`config.mk`:
```
export PLATFORM = sky130hd
export DESIGN_NAME = peer_connection_table_core_flat
export DESIGN_NICKNAME = d
export VERILOG_FILES = /design/src/rtl/pct_pkg.sv /design/src/rtl/pct_if.sv /design/src/rtl/pct_store.sv /design/src/rtl/pct_ctrl.sv /design/src/rtl/peer_connection_table_core.sv /design/src/flat_wrapper.sv
export SDC_FILE = /design/constraint.sdc
export NUM_CORES = 2
export LEC_CHECK = 0
export BUFFER_PORTS_ARGS = -buffer_cell sky130_fd_sc_hd__buf_2
export CAP_MARGIN = 20
export CORE_UTILIZATION = 62
export CTS_BUF_LIST = sky130_fd_sc_hd__clkbuf_16
export CTS_CLUSTER_SIZE = 8
export DETAILED_ROUTE_END_ITERATION = 8
export HOLD_SLACK_MARGIN = 0.05
export PLACE_DENSITY_LB_ADDON = 0.1
export SLEW_MARGIN = 20
export SYNTH_ARGS = -nofsm -noshare
export SYNTH_HDL_FRONTEND = slang
export SYNTH_SLANG_ARGS = --single-unit
```
`constraint.sdc`:
```
create_clock -name clk -period 8.8 [get_ports clk]
set_input_delay 0 -clock clk [delete_from_list [all_inputs] [get_ports clk]]
set_output_delay 0 -clock clk [all_outputs]
set_load 0.02 [all_outputs]
```
`src/rtl/pct_pkg.sv`:
```
// ----------------------------------------------------------------------------
// pct_pkg: shared types and codes of the peer connection table
// Holds the stored entry layout, the request and result records and the
// request and status codes used by the table store and its sequencer.
// ----------------------------------------------------------------------------
package pct_pkg;

	// Request codes; any other code is served as a lookup.
	localparam logic [1:0] REQ_ADD    = 2'd0;
	localparam logic [1:0] REQ_UPDATE = 2'd1;
	localparam logic [1:0] REQ_LOOKUP = 2'd2;

	// Result status codes.
	localparam logic [1:0] ST_NEW     = 2'd0;
	localparam logic [1:0] ST_FOUND   = 2'd1;
	localparam logic [1:0] ST_PRESENT = 2'd2;
	localparam logic [1:0] ST_NONE    = 2'd3;

	// Value of the slot count register after reset.
	localparam logic [4:0] SLOTS_RESET = 5'd16;

	typedef struct packed {
		logic active;
		logic server;
		logic connected;
	} pct_flags_t;

	typedef struct packed {
		logic [31:0] addr;
		logic [15:0] portnum;
		logic [7:0]  ident;
		pct_flags_t  flags;
		logic [31:0] stamp;
	} pct_entry_t;

	typedef struct packed {
		logic [1:0]  req_type;
		logic [31:0] key_ip;
		logic [15:0] key_port;
		logic [7:0]  peer_id;
		logic        connected_in;
		logic        server_in;
		logic        active_in;
		logic [31:0] stamp_in;
	} pct_req_t;

	typedef struct packed {
		logic [1:0]  status;
		logic [3:0]  slot;
		logic [7:0]  out_id;
		logic        out_connected;
		logic        out_server;
		logic        out_active;
		logic [31:0] out_stamp;
		logic        table_full;
	} pct_rsp_t;

	typedef struct packed {
		logic       en;
		pct_entry_t data;
	} pct_wr_t;

endpackage

```
`src/rtl/pct_if.sv`:
```
// ----------------------------------------------------------------------------
// pct_if: channel interfaces of the peer connection table
// Request, result and configuration channels, each with valid and ready.
// ----------------------------------------------------------------------------

// Request channel.
interface pct_req_if;
	logic        valid;
	logic        ready;
	logic [1:0]  req_type;
	logic [31:0] key_ip;
	logic [15:0] key_port;
	logic [7:0]  peer_id;
	logic        connected_in;
	logic        server_in;
	logic        active_in;
	logic [31:0] stamp_in;

	modport source (output valid, req_type, key_ip, key_port, peer_id, connected_in,
		server_in, active_in, stamp_in, input ready);
	modport sink (input valid, req_type, key_ip, key_port, peer_id, connected_in,
		server_in, active_in, stamp_in, output ready);
endinterface

// Result channel.
interface pct_rsp_if;
	logic        valid;
	logic        ready;
	logic [1:0]  status;
	logic [3:0]  slot;
	logic [7:0]  out_id;
	logic        out_connected;
	logic        out_server;
	logic        out_active;
	logic [31:0] out_stamp;
	logic        table_full;

	modport source (output valid, status, slot, out_id, out_connected, out_server,
		out_active, out_stamp, table_full, input ready);
	modport sink (input valid, status, slot, out_id, out_connected, out_server,
		out_active, out_stamp, table_full, output ready);
endinterface

// Configuration write channel for the slot count register.
interface pct_cfg_if;
	logic       valid;
	logic       ready;
	logic [4:0] data;

	modport source (output valid, data, input ready);
	modport sink (input valid, data, output ready);
endinterface

```
`src/rtl/pct_store.sv`:
```
// ----------------------------------------------------------------------------
// pct_store: entry memory of the peer connection table
// One write port and one registered read port. A valid bit per slot makes a
// slot that was never written read as an all-zero entry after reset.
// ----------------------------------------------------------------------------
module pct_store #(
	parameter int MAX_SLOTS = 16,
	parameter int IDX_W     = 4
) (
	input  logic                clk,
	input  logic                arst_n,
	input  logic                rd_en,
	input  logic [IDX_W-1:0]    rd_addr,
	output pct_pkg::pct_entry_t rd_data,
	input  logic [IDX_W-1:0]    wr_addr,
	input  pct_pkg::pct_wr_t    wr
);

	pct_pkg::pct_entry_t    mem_q [MAX_SLOTS];
	pct_pkg::pct_entry_t    rd_mem_q;
	logic [MAX_SLOTS-1:0]   vld_q;
	logic                   rd_vld_q;

	// Entry memory: written and read in the clock domain, no reset.
	always_ff @(posedge clk) begin
		if (wr.en) begin
			mem_q[wr_addr] <= wr.data;
		end
		if (rd_en) begin
			rd_mem_q <= mem_q[rd_addr];
		end
	end

	// Valid bits, cleared at once by reset.
	always_ff @(posedge clk or negedge arst_n) begin
		if (!arst_n) begin
			vld_q    <= '0;
			rd_vld_q <= 1'b0;
		end else begin
			if (wr.en) begin
				vld_q[wr_addr] <= 1'b1;
			end
			if (rd_en) begin
				rd_vld_q <= vld_q[rd_addr];
			end
		end
	end

	// A slot never written reads as the cleared entry.
	assign rd_data = rd_vld_q ? rd_mem_q : '0;

endmodule

```
`src/rtl/pct_ctrl.sv`:
```
// ----------------------------------------------------------------------------
// pct_ctrl: request sequencer of the peer connection table
// Scans the used slots one per cycle through a single key comparator, notes
// the first match, the first inactive slot and the count of inactive slots,
// then writes back at most one entry and builds the result.
// ----------------------------------------------------------------------------
module pct_ctrl #(
	parameter int IDX_W     = 4,
	parameter int CNT_W     = 5
) (
	input  logic                clk,
	input  logic                arst_n,
	pct_req_if.sink             req,
	pct_rsp_if.source           rsp,
	input  logic [CNT_W-1:0]    n_used,
	output logic                rd_en,
	output logic [IDX_W-1:0]    rd_addr,
	input  pct_pkg::pct_entry_t rd_data,
	output logic [IDX_W-1:0]    wr_addr,
	output pct_pkg::pct_wr_t    wr
);

	typedef enum logic [3:0] {
		ST_IDLE  = 4'b0001,
		ST_SCAN  = 4'b0010,
		ST_WRITE = 4'b0100,
		ST_DONE  = 4'b1000
	} state_t;

	state_t              state_q;
	pct_pkg::pct_req_t   req_q;
	logic [CNT_W-1:0]    n_q;
	logic [CNT_W-1:0]    issue_q;
	logic [CNT_W-1:0]    issue_nxt;
	logic                rvld_s1;
	logic                last_s1;
	logic [IDX_W-1:0]    ridx_s1;
	logic                have_match_q;
	logic [IDX_W-1:0]    match_idx_q;
	pct_pkg::pct_entry_t match_ent_q;
	logic                have_free_q;
	logic [IDX_W-1:0]    free_idx_q;
	logic [31:0]         free_stamp_q;
	logic [CNT_W-1:0]    inact_q;
	pct_pkg::pct_rsp_t   res_q;
	pct_pkg::pct_rsp_t   rsp_q;
	logic                rsp_valid_q;

	logic                req_xfer;
	logic                key_hit;
	logic                is_add;
	logic                is_update;
	logic                do_new;
	logic                do_upd;
	logic [IDX_W-1:0]    sel_idx;
	logic [3:0]          slot_low;
	logic [CNT_W-1:0]    inact_left;
	pct_pkg::pct_entry_t wr_ent;
	pct_pkg::pct_rsp_t   res_d;
	logic                rsp_load;

	assign req.ready = (state_q == ST_IDLE);
	assign req_xfer  = req.valid && req.ready;

	// Read issue during the scan; one slot a cycle.
	assign rd_en     = (state_q == ST_SCAN) && (issue_q != n_q);
	assign rd_addr   = issue_q[IDX_W-1:0];
	assign issue_nxt = issue_q + 1'b1;

	// The shared key comparator works on the returned entry.
	assign key_hit = (rd_data.addr == req_q.key_ip) && (rd_data.portnum == req_q.key_port);

	// Write-back decision once the scan is complete.
	assign is_add    = (req_q.req_type == pct_pkg::REQ_ADD);
	assign is_update = (req_q.req_type == pct_pkg::REQ_UPDATE);
	assign do_upd    = is_update && have_match_q;
	assign do_new    = (is_add || is_update) && !have_match_q && have_free_q;
	assign sel_idx   = (have_match_q && !is_add) ? match_idx_q : free_idx_q;
	assign slot_low  = 4'(sel_idx);

	// Entry written: a new entry starts connected and active, an update takes
	// every input field.
	always_comb begin
		wr_ent         = '0;
		wr_ent.addr    = req_q.key_ip;
		wr_ent.portnum = req_q.key_port;
		wr_ent.ident   = req_q.peer_id;
		wr_ent.flags.server = req_q.server_in;
		if (do_upd) begin
			wr_ent.flags.connected = req_q.connected_in;
			wr_ent.flags.active    = req_q.active_in;
			wr_ent.stamp           = req_q.stamp_in;
		end else begin
			wr_ent.flags.connected = 1'b1;
			wr_ent.flags.active    = 1'b1;
			wr_ent.stamp           = is_update ? 32'd0 : free_stamp_q;
		end
	end

	assign wr.en   = (state_q == ST_WRITE) && (do_new || do_upd);
	assign wr.data = wr_ent;
	assign wr_addr = sel_idx;

	// Inactive slots left after the write, other than an updated match.
	assign inact_left = inact_q - CNT_W'(do_new)
		- CNT_W'(do_upd && !match_ent_q.flags.active);

	// Result of the request.
	always_comb begin
		res_d            = '0;
		res_d.status     = pct_pkg::ST_NONE;
		res_d.table_full = (inact_left == '0) && !(do_upd && !req_q.active_in);
		if (do_new || do_upd) begin
			res_d.status        = do_upd ? pct_pkg::ST_FOUND : pct_pkg::ST_NEW;
			res_d.slot          = slot_low;
			res_d.out_id        = wr_ent.ident;
			res_d.out_connected = wr_ent.flags.connected;
			res_d.out_server    = wr_ent.flags.server;
			res_d.out_active    = wr_ent.flags.active;
			res_d.out_stamp     = wr_ent.stamp;
		end else if (is_add && have_match_q) begin
			res_d.status = pct_pkg::ST_PRESENT;
		end else if (!is_add && !is_update && have_match_q) begin
			res_d.status        = pct_pkg::ST_FOUND;
			res_d.slot          = slot_low;
			res_d.out_id        = match_ent_q.ident;
			res_d.out_connected = match_ent_q.flags.connected;
			res_d.out_server    = match_ent_q.flags.server;
			res_d.out_active    = match_ent_q.flags.active;
			res_d.out_stamp     = match_ent_q.stamp;
		end
	end

	assign rsp_load = (state_q == ST_DONE) && (!rsp_valid_q || rsp.ready);

	// Sequencer and scan bookkeeping.
	always_ff @(posedge clk or negedge arst_n) begin
		if (!arst_n) begin
			state_q      <= ST_IDLE;
			issue_q      <= '0;
			n_q          <= '0;
			rvld_s1      <= 1'b0;
			last_s1      <= 1'b0;
			have_match_q <= 1'b0;
			have_free_q  <= 1'b0;
			inact_q      <= '0;
		end else begin
			rvld_s1 <= rd_en;
			if (rd_en) begin
				issue_q <= issue_nxt;
				last_s1 <= (issue_nxt == n_q);
			end
			unique case (state_q)
				ST_IDLE: begin
					if (req_xfer) begin
						issue_q      <= '0;
						n_q          <= n_used;
						have_match_q <= 1'b0;
						have_free_q  <= 1'b0;
						inact_q      <= '0;
						state_q      <= (n_used == '0) ? ST_WRITE : ST_SCAN;
					end
				end
				ST_SCAN: begin
					if (rvld_s1) begin
						if (key_hit && !have_match_q) begin
							have_match_q <= 1'b1;
						end
						if (!rd_data.flags.active) begin
							inact_q <= inact_q + 1'b1;
							if (!have_free_q) begin
								have_free_q <= 1'b1;
							end
						end
						if (last_s1) begin
							state_q <= ST_WRITE;
						end
					end
				end
				ST_WRITE: begin
					state_q <= ST_DONE;
				end
				ST_DONE: begin
					if (rsp_load) begin
						state_q <= ST_IDLE;
					end
				end
				default: begin
					state_q <= ST_IDLE;
				end
			endcase
		end
	end

	// Payload captured at request transfer, during the scan, at write-back and at result hand-off.
	always_ff @(posedge clk) begin
		if (req_xfer) begin
			req_q.req_type     <= req.req_type;
			req_q.key_ip       <= req.key_ip;
			req_q.key_port     <= req.key_port;
			req_q.peer_id      <= req.peer_id;
			req_q.connected_in <= req.connected_in;
			req_q.server_in    <= req.server_in;
			req_q.active_in    <= req.active_in;
			req_q.stamp_in     <= req.stamp_in;
		end
		ridx_s1 <= rd_addr;
		if ((state_q == ST_SCAN) && rvld_s1) begin
			if (key_hit && !have_match_q) begin
				match_idx_q <= ridx_s1;
				match_ent_q <= rd_data;
			end
			if (!rd_data.flags.active && !have_free_q) begin
				free_idx_q   <= ridx_s1;
				free_stamp_q <= rd_data.stamp;
			end
		end
		if (state_q == ST_WRITE) begin
			res_q <= res_d;
		end
		if (rsp_load) begin
			rsp_q <= res_q;
		end
	end

	// Output register valid flag.
	always_ff @(posedge clk or negedge arst_n) begin
		if (!arst_n) begin
			rsp_valid_q <= 1'b0;
		end else if (rsp_load) begin
			rsp_valid_q <= 1'b1;
		end else if (rsp.ready) begin
			rsp_valid_q <= 1'b0;
		end
	end

	assign rsp.valid         = rsp_valid_q;
	assign rsp.status        = rsp_q.status;
	assign rsp.slot          = rsp_q.slot;
	assign rsp.out_id        = rsp_q.out_id;
	assign rsp.out_connected = rsp_q.out_connected;
	assign rsp.out_server    = rsp_q.out_server;
	assign rsp.out_active    = rsp_q.out_active;
	assign rsp.out_stamp     = rsp_q.out_stamp;
	assign rsp.table_full    = rsp_q.table_full;

`ifndef SYNTH
	// A write needs a found or a free slot and happens only at write-back.
	a_write_ok: assert property (@(posedge clk) disable iff (!arst_n)
		wr.en |-> (state_q == ST_WRITE) && (have_match_q || have_free_q))
		else $error("table write outside write-back or without a slot");

	// The read pointer never runs past the slot count.
	a_issue_bound: assert property (@(posedge clk) disable iff (!arst_n)
		(state_q == ST_SCAN) |-> (issue_q <= n_q))
		else $error("scan pointer beyond used slots");

	// Write-back is followed by the result hand-off state in the next cycle.
	a_write_once: assert property (@(posedge clk) disable iff (!arst_n)
		(state_q == ST_WRITE) |=> (state_q == ST_DONE))
		else $error("write-back not followed by result hand-off");

	// No read is pending once the scan has ended.
	a_scan_drained: assert property (@(posedge clk) disable iff (!arst_n)
		(state_q == ST_WRITE) |-> !rvld_s1 && !rd_en)
		else $error("read in flight at write-back");
`endif

endmodule

```
`src/rtl/peer_connection_table_core.sv`:
```
// ----------------------------------------------------------------------------
// peer_connection_table_core: associative peer table keyed by address and port
// Operation: a request is taken only in the idle state; the scan reads the n used
// slots (n is the slot count, at most MAX_SLOTS) one slot a cycle through the single
// key comparator and read port, then comes the write-back, then the result is
// registered; the scan is skipped when no slot is in use. A new request is taken
// only once the result of the last one has been loaded into the output register.
// Reset: asynchronous; all slots read as cleared entries, slot count 16.
// ----------------------------------------------------------------------------
module peer_connection_table_core #(
	parameter int MAX_SLOTS = 16
) (
	input  logic      clk,
	input  logic      arst_n,
	pct_req_if.sink   req,
	pct_rsp_if.source rsp,
	pct_cfg_if.sink   cfg
);

	localparam int IDX_W = (MAX_SLOTS > 1) ? $clog2(MAX_SLOTS) : 1;
	localparam int CNT_W = $clog2(MAX_SLOTS + 1);
	localparam int CMP_W = (CNT_W > 5) ? CNT_W : 5;

	logic [4:0]          slots_q;
	logic [CMP_W-1:0]    slots_ext;
	logic [CMP_W-1:0]    max_ext;
	logic [CMP_W-1:0]    n_ext;
	logic [CNT_W-1:0]    n_used;
	logic                rd_en;
	logic [IDX_W-1:0]    rd_addr;
	pct_pkg::pct_entry_t rd_data;
	logic [IDX_W-1:0]    wr_addr;
	pct_pkg::pct_wr_t    wr;

	// Slot count register; always ready for a transfer.
	assign cfg.ready = 1'b1;

	always_ff @(posedge clk or negedge arst_n) begin
		if (!arst_n) begin
			slots_q <= pct_pkg::SLOTS_RESET;
		end else if (cfg.valid) begin
			slots_q <= cfg.data;
		end
	end

	// Used slot count saturates at the table depth.
	assign slots_ext = CMP_W'(slots_q);
	assign max_ext   = CMP_W'(MAX_SLOTS);
	assign n_ext     = (slots_ext > max_ext) ? max_ext : slots_ext;
	assign n_used    = n_ext[CNT_W-1:0];

	pct_store #(
		.MAX_SLOTS (MAX_SLOTS),
		.IDX_W     (IDX_W)
	) u_store (
		.clk     (clk),
		.arst_n  (arst_n),
		.rd_en   (rd_en),
		.rd_addr (rd_addr),
		.rd_data (rd_data),
		.wr_addr (wr_addr),
		.wr      (wr)
	);

	pct_ctrl #(
		.IDX_W     (IDX_W),
		.CNT_W     (CNT_W)
	) u_ctrl (
		.clk     (clk),
		.arst_n  (arst_n),
		.req     (req),
		.rsp     (rsp),
		.n_used  (n_used),
		.rd_en   (rd_en),
		.rd_addr (rd_addr),
		.rd_data (rd_data),
		.wr_addr (wr_addr),
		.wr      (wr)
	);

endmodule

```
`src/flat_wrapper.sv`:
```
// flat-port wrapper written by rule: the top's interface ports become plain ports
module peer_connection_table_core_flat 
#(
	parameter int MAX_SLOTS = 16
)
  (clk, arst_n, req_valid, req_req_type, req_key_ip, req_key_port, req_peer_id, req_connected_in, req_server_in, req_active_in, req_stamp_in, req_ready, rsp_valid, rsp_status, rsp_slot, rsp_out_id, rsp_out_connected, rsp_out_server, rsp_out_active, rsp_out_stamp, rsp_table_full, rsp_ready, cfg_valid, cfg_data, cfg_ready);
  pct_req_if req_i ();
  pct_rsp_if rsp_i ();
  pct_cfg_if cfg_i ();
  input  logic clk;
  input  logic arst_n;
  input wire logic [$bits(req_i.valid)-1:0] req_valid;
  input wire logic [$bits(req_i.req_type)-1:0] req_req_type;
  input wire logic [$bits(req_i.key_ip)-1:0] req_key_ip;
  input wire logic [$bits(req_i.key_port)-1:0] req_key_port;
  input wire logic [$bits(req_i.peer_id)-1:0] req_peer_id;
  input wire logic [$bits(req_i.connected_in)-1:0] req_connected_in;
  input wire logic [$bits(req_i.server_in)-1:0] req_server_in;
  input wire logic [$bits(req_i.active_in)-1:0] req_active_in;
  input wire logic [$bits(req_i.stamp_in)-1:0] req_stamp_in;
  output wire logic [$bits(req_i.ready)-1:0] req_ready;
  output wire logic [$bits(rsp_i.valid)-1:0] rsp_valid;
  output wire logic [$bits(rsp_i.status)-1:0] rsp_status;
  output wire logic [$bits(rsp_i.slot)-1:0] rsp_slot;
  output wire logic [$bits(rsp_i.out_id)-1:0] rsp_out_id;
  output wire logic [$bits(rsp_i.out_connected)-1:0] rsp_out_connected;
  output wire logic [$bits(rsp_i.out_server)-1:0] rsp_out_server;
  output wire logic [$bits(rsp_i.out_active)-1:0] rsp_out_active;
  output wire logic [$bits(rsp_i.out_stamp)-1:0] rsp_out_stamp;
  output wire logic [$bits(rsp_i.table_full)-1:0] rsp_table_full;
  input wire logic [$bits(rsp_i.ready)-1:0] rsp_ready;
  input wire logic [$bits(cfg_i.valid)-1:0] cfg_valid;
  input wire logic [$bits(cfg_i.data)-1:0] cfg_data;
  output wire logic [$bits(cfg_i.ready)-1:0] cfg_ready;
  assign req_i.valid = req_valid;
  assign req_i.req_type = req_req_type;
  assign req_i.key_ip = req_key_ip;
  assign req_i.key_port = req_key_port;
  assign req_i.peer_id = req_peer_id;
  assign req_i.connected_in = req_connected_in;
  assign req_i.server_in = req_server_in;
  assign req_i.active_in = req_active_in;
  assign req_i.stamp_in = req_stamp_in;
  assign req_ready = req_i.ready;
  assign rsp_valid = rsp_i.valid;
  assign rsp_status = rsp_i.status;
  assign rsp_slot = rsp_i.slot;
  assign rsp_out_id = rsp_i.out_id;
  assign rsp_out_connected = rsp_i.out_connected;
  assign rsp_out_server = rsp_i.out_server;
  assign rsp_out_active = rsp_i.out_active;
  assign rsp_out_stamp = rsp_i.out_stamp;
  assign rsp_table_full = rsp_i.table_full;
  assign rsp_i.ready = rsp_ready;
  assign cfg_i.valid = cfg_valid;
  assign cfg_i.data = cfg_data;
  assign cfg_ready = cfg_i.ready;
  peer_connection_table_core #(.MAX_SLOTS(MAX_SLOTS)) u_core (.clk(clk), .arst_n(arst_n), .req(req_i), .rsp(rsp_i), .cfg(cfg_i));
endmodule
```
# Word-level counts from Yosys, hierarchy flattened
# Memory sizes are Yosys's and may differ from the RTL's. A register that Yosys moved wholly into a read port is not among the register bits.
# Cells that the tools add are included.
# word_totals
regBits,326
mem_bits_rw,1456
in_bits,103
out_inout_bits,53
word_cells,151
mem_count,1
# classes
addsub,4
n_lt_le_gt_ge,4
eq_ne,15
mux,39
n_bitwise,1
reduce_logical,42
# memory_table
memory,words,width,rd,rd_ports_with_merged_regs,write_ports,line,rtl
u_core.u_store.mem_q,16,91,1,1,1,pct_store.sv:19,pct_pkg::pct_entry_t mem_q [MAX_SLOTS];
# ops
cell,n
two-way mux 49 bit,2
two-way mux 91 bit,1
two-way mux 47 bit,1
two-way mux 5 bit,7
two-way mux 33 bit,1
equality test 32 bit,1
two-way mux 32 bit,1
two-way mux 4 bit,5
logical AND 1 bit,19
equality test 16 bit,1
bitwise OR 16 bit,1
case mux 4 bit (4 select lines),1
two-way mux 1 bit,13
AND reduction 4 bit,3
adder 5 x 1 -> 5 bit (second input constant),2
logical NOT 5 bit,2
< comparator 4 x 5 -> 1 bit (second input constant),2
case mux 5 bit (2 select lines),1
subtractor 5 x 1 -> 5 bit,2
logical NOT 1 bit,9
!= test 2 bit (second input constant),4
AND reduction 2 bit,3
equality test 5 bit,1
greater-than comparator 5 bit (second input constant),1
16 further kinds,21

# Depth between registers and ports, before layout
# logic_depth
word_depth,9
ltp_mapped,12

# Cells and area by module
# Synthesis repeated with hierarchy kept, for this count alone.
# unflattened
cells_unflattened,3036
hier_area_um2,70686.5
# modules_own_cells
module,instances,cells_each,area_each_um2,seq_area_each_um2
pct_store,1,2269,58673.8,46880.0
pct_ctrl,1,750,11790.1,8969.9
peer_connection_table_core,1,17,222.7,126.4

# Least setup slack after synthesis
# No wires, ideal clock.
# synth_timing
path_type,reg2reg
start,register u_core.u_ctrl.state_q[1]
end,register u_core.u_store.vld_q[12]
setup_time_ps,89
t_arrival_ps,6394
required_time_ps,8711
slack_ps,2318
stages_incl_launch_ff,7
period_less_slack_ps,6482
cell_sequence,dfrtp_1 nor2_1 nand3b_1 inv_1 nand4_1 nor2_1 or2_2
# synth_via
elab_chain_len,2
# synth_lines
item,line,rtl
"start, declared",pct_ctrl.sv:30,state_t state_q;
"start signal, assigned",pct_ctrl.sv:161,state_q <= (n_used == '0) ? ST_WRITE : ST_SCAN;
equality test 4 x 3 -> 1 bit,pct_ctrl.sv:100,assign wr.en = (state_q == ST_WRITE) && (do_new || do_upd);
logical AND 1 bit,pct_ctrl.sv:100,
"end signal, assigned",pct_store.sv:37,vld_q <= '0;
"end signal, assigned by index",pct_store.sv:41,vld_q[wr_addr] <= 1'b1;
"end, declared",pct_store.sv:21,logic [MAX_SLOTS-1:0] vld_q;
# Every way passes these cells.
# A chain may end at the register's enable or synchronous reset.

# Final worst setup path
# layout_timing
start,register u_core.u_ctrl.have_match_q
end,memory u_core.u_store.mem_q[11][54] in the netlist's numbering (enable)
# layout_via
elab_chain_len,7
word_cells_on_any_way,10
classes_between,3 x mux; 7 x reduce/logical
# layout_lines
item,line,rtl
"start, declared",pct_ctrl.sv:38,logic have_match_q;
"start signal, assigned",pct_ctrl.sv:144,have_match_q <= 1'b0;
"start signal, assigned",pct_ctrl.sv:158,have_match_q <= 1'b0;
"start signal, assigned",pct_ctrl.sv:167,have_match_q <= 1'b1;
logical NOT 1 bit,pct_ctrl.sv:77,assign do_new = (is_add || is_update) && !have_match_q && have_free_q;
logical AND 1 bit (2 in a row),pct_ctrl.sv:77,
logical OR 1 bit,pct_ctrl.sv:100,
logical AND 1 bit,pct_ctrl.sv:100,
two-way mux 1 bit,pct_store.sv:26,if (wr.en) begin
two-way mux 1 bit (implied by the code),pct_store.sv:27,mem_q[wr_addr] <= wr.data;
"end, declared",pct_store.sv:19,
# Several ways; a longest one is shown, not always the timed one.

==> results.toml <==
[status]
status = "finished clean"

[clocking]
post_cts_resized = 0
clock_sink_count = 1873
cts-root-buf = "clkbuf_16"
cts_buffers = 284
post_cts_buffers = 0
clockBufferDepth = 4
htreeDepth = 5
clk_pin_slew_ns = 0.05
cts_tree = "done"
worstSkewPairLatency_ns = 0.88

[sta]
final.period_utilization = 0.513
finalSetupTns_ns = 0
setup_viol = 0
worst_pin_slew_ns = 1.25
fin_skew_ns = 0.0599
period_minus_slack_ns = 4.51
rsz0062_at_grt = "no"
hold_viol_final = 0
fin_hold_ws_ns = 0.0980
fmax_mhz = 222
drv_slew = 0
relSlewSlack = 0.168

[critical_path]
cp_data_required_time_ns = 9.27
worst-path-max-fanout = 49
critical_path_arrival_ns = 4.98
crit_path_end_kind = "flip-flop"
r2r_cells = 8
worst-setup-path-type = "reg2reg"
r2r_end = "u_core.u_store.mem_q[11][54]$_DFFE_PP_"
r2r_setup_slack_ns = 4.29
critPathLaunchType = "flip-flop"
r2r_start = "u_core.u_ctrl.have_match_q$_DFFE_PN0P_"

[global_route]
antenna_found_initial = 2
grt_use_total = 0.285
gr-usage-met1 = 0.392
grt_max_degree = 161
busiest_layer = "met2"
grt_pass1_vias = 36100
gr-usage-met3 = 0.0434
gr-usage-met2 = 0.474
grt_pass1_wl_um = 236000
grt_overflow = 0

[synth]
synth_warnings = 0
synthSimpleGateAreaFrac = 0.0217
avgSynthCellArea_um2 = 23.3
synth_seq_cells = 1873
synth_top_family_by_area = "multiplexers"
synthDistinctLibCells = 64
seq_area_frac_synth = 0.799
syn_area_um2 = 70100
synthXorXnorAreaFrac = 0.00361
async_flop_share = 0.0246
synth_compound_gate_area_share = 0.0151
synth-edff-count = 1823
synthMuxAreaShare = 0.150
syn_nets = 3113
yosys_most_used_dff = "edfxtp_1"
synth-adder-area-share = 0.00118
synth_top_area_frac = 0.781
synth_cells = 3004
synth_top_area_cell = "edfxtp_1"
yosys-top-cells-area = "edfxtp_1, mux4_2, dfrtp_1, nand2_1, a22o_1"

[power_and_ir_drop]
peakVddDrop_v = 0.000224
power.density_nw_per_um2 = 284
p_leak_nw = 26.9

[route]
first_pass_iters = 5
via_per_inst = 6.52
ant_nets = 0
wire_per_inst_um = 30.7
drtIter0Drc = 3403
finalWirelength_um = 159000
vias = 33700
drcViolationCount = 0

[placed_design]
numPortBuffers = 154
dpl_cell_area_um2 = 73100
gp_congestion = 0.773
dp_hpwl_um = 79200

[die]
die_area_um2 = 114000
num_rows = 122
die_w_um = 338
core-area_um2 = 111000
die_h_um = 338
io_pins = 156
start_util = 0.629

[final_layout]
n_antenna_cell = 0
area_delta_synth_final_pct = 18.1
fillerInstances = 5994
drive_gt1_frac = 0.291
multiInputGateArea_um2 = 13600
fin_nets = 3716
stdcell_area_um2 = 82800
regArea_um2 = 56000
fin_util = 0.743

[hold_path]
hp-class = "in2reg"
holdPathEnd = "u_core.u_ctrl.state_q[2]$_DFFE_PN0P_"
hold_start = "req_valid"
min_path_cells = 4

[job]
drv_cap = 0
## power by group
part | internal [mW] | total, mW | switching (mW)
sequential | 10.5 | 10.9 | 0.441
clock | 5.73 | 9.27 | 3.54
combinational | 1.69 | 3.35 | 1.66
## cells in the final DEF (no fill, tap or decap), types with 5 or more instances in the layout
master / count
dlygate4sd3_1: 207
nand2_1: 111
nand2b_1: 7
nor2_1: 34
mux4_2: 460
o22ai_1: 6
o21ai_1: 6
a22oi_1: 5
edfxtp_1: 1823
o21ai_0: 51
inv_1: 87
nand4b_1: 7
nand3b_1: 8
a22o_1: 43
mux2_2: 6
nand3_1: 9
a21oi_1: 5
nor3_1: 6
buf_2: 154
nor2_4: 17
buf_4: 84
or2_2: 17
mux2i_1: 5
xor2_1: 7
inv_6: 10
or4_1: 5
dfrtp_1: 38
nand4_1: 9
nor2b_1: 7
buf_12: 8
clkbuf_16: 285
and2_1: 44
o211ai_1: 8
xnor2_1: 20
ha_1: 5
## state kept, by name, summed over array words and instances, names as in the netlist, 8 cells and up
register and cells:
u_core.u_ctrl.match_ent_q 43, u_core.u_ctrl.free_stamp_q 32, u_core.u_store.rd_mem_q 91, u_core.u_store.vld_q 16
u_core.u_ctrl.res_q 50, u_core.u_ctrl.req_q 36, u_core.u_store.mem_q 1456, u_core.u_ctrl.wr 57
u_core.u_ctrl.rsp.out_id 8, u_core.u_ctrl.rsp.out_stamp 32
## critical path, cell delays in order, from the launching register on
cell,delay [ns]
dfrtp_2,0.48
buf_4,0.48
o21ai_1,0.33
mux2i_1,0.26
nor3_1,0.34
nand2b_1,0.32
nor2_4,0.32
buf_4,0.61
buf_4,0.90
## cells by family after synthesis
kind of cell | count (synthesis)
adders and majority gates | 6
other | 1
AOI/OAI and AO/OA | 151
muxes | 472
buffers and inverters | 171
xor gates and xnor gates | 28
DFF | 1873
and+or+nand+nor | 302
## metrics by stage
stage | worst slack, ns | total power [mW] | cells
2_1_floorplan | 2.32 | 13.3 | 3004
3_3_place_gp | 4.42 | 14.2 | 4599
3_5_place_dp | 4.39 | 14.3 | 4599
4_1_cts | 4.37 | 23.6 | 5165
5_1_grt | 4.11 | 24.3 | 5168
6_report | 4.29 | 23.5 | 5168
## repair_timing
action / in CTS / in global routing
hold buffers: 207 / 0
setup endpoints to repair: 0 / 0
endpoints found under the hold margin: 149 / 0
## layout make-up
type                    count  area share
flip-flops and latches   1873       0.676
multi-input cells         960       0.164
clock buffers             285      0.0861
repair buffers            456      0.0449
well taps                1488      0.0225
clock inverters            74     0.00484
inverters                  32     0.00154
## worst max-delay path by stage
stage,endpoint,slack [ns],start
floorplan,u_core.u_store.vld_q[12]$_DFFE_PN0P_,2.32,u_core.u_ctrl.state_q[1]$_DFFE_PN0P_
global placement,u_core.u_store.mem_q[10][61]$_DFFE_PP_,4.42,u_core.u_ctrl.have_match_q$_DFFE_PN0P_
detailed placement,u_core.u_store.mem_q[11][61]$_DFFE_PP_,4.39,u_core.u_ctrl.have_match_q$_DFFE_PN0P_
CTS,u_core.u_store.mem_q[11][10]$_DFFE_PP_,4.37,u_core.u_ctrl.have_match_q$_DFFE_PN0P_
global route,u_core.u_store.mem_q[11][10]$_DFFE_PP_,4.11,u_core.u_ctrl.have_match_q$_DFFE_PN0P_
finish,u_core.u_store.mem_q[11][54]$_DFFE_PP_,4.29,u_core.u_ctrl.have_match_q$_DFFE_PN0P_
## metal layers
| metal | up-vias | share of wire |
|---|---|---|
| met5 | - | 0 |
| met4 | 0 | 0.028 |
| met3 | 311 | 0.069 |
| met2 | 1675 | 0.52 |
| met1 | 17900 | 0.39 |
| li1 | 13800 | - |
## synthesized netlist by cell type (9+ instances only)
cell type  number
edfxtp_1     1823
mux4_2        460
nand2_1       111
clkbuf_1       91
nor2_1         51
o21ai_0        51
and2_1         44
dfrtp_1        44
a22o_1         43
inv_1          30
buf_2          25
buf_1          20
xnor2_1        20
or2_2          17
nand3_1         9
nand4_1         9
Power figures use the tool's default switching activity.
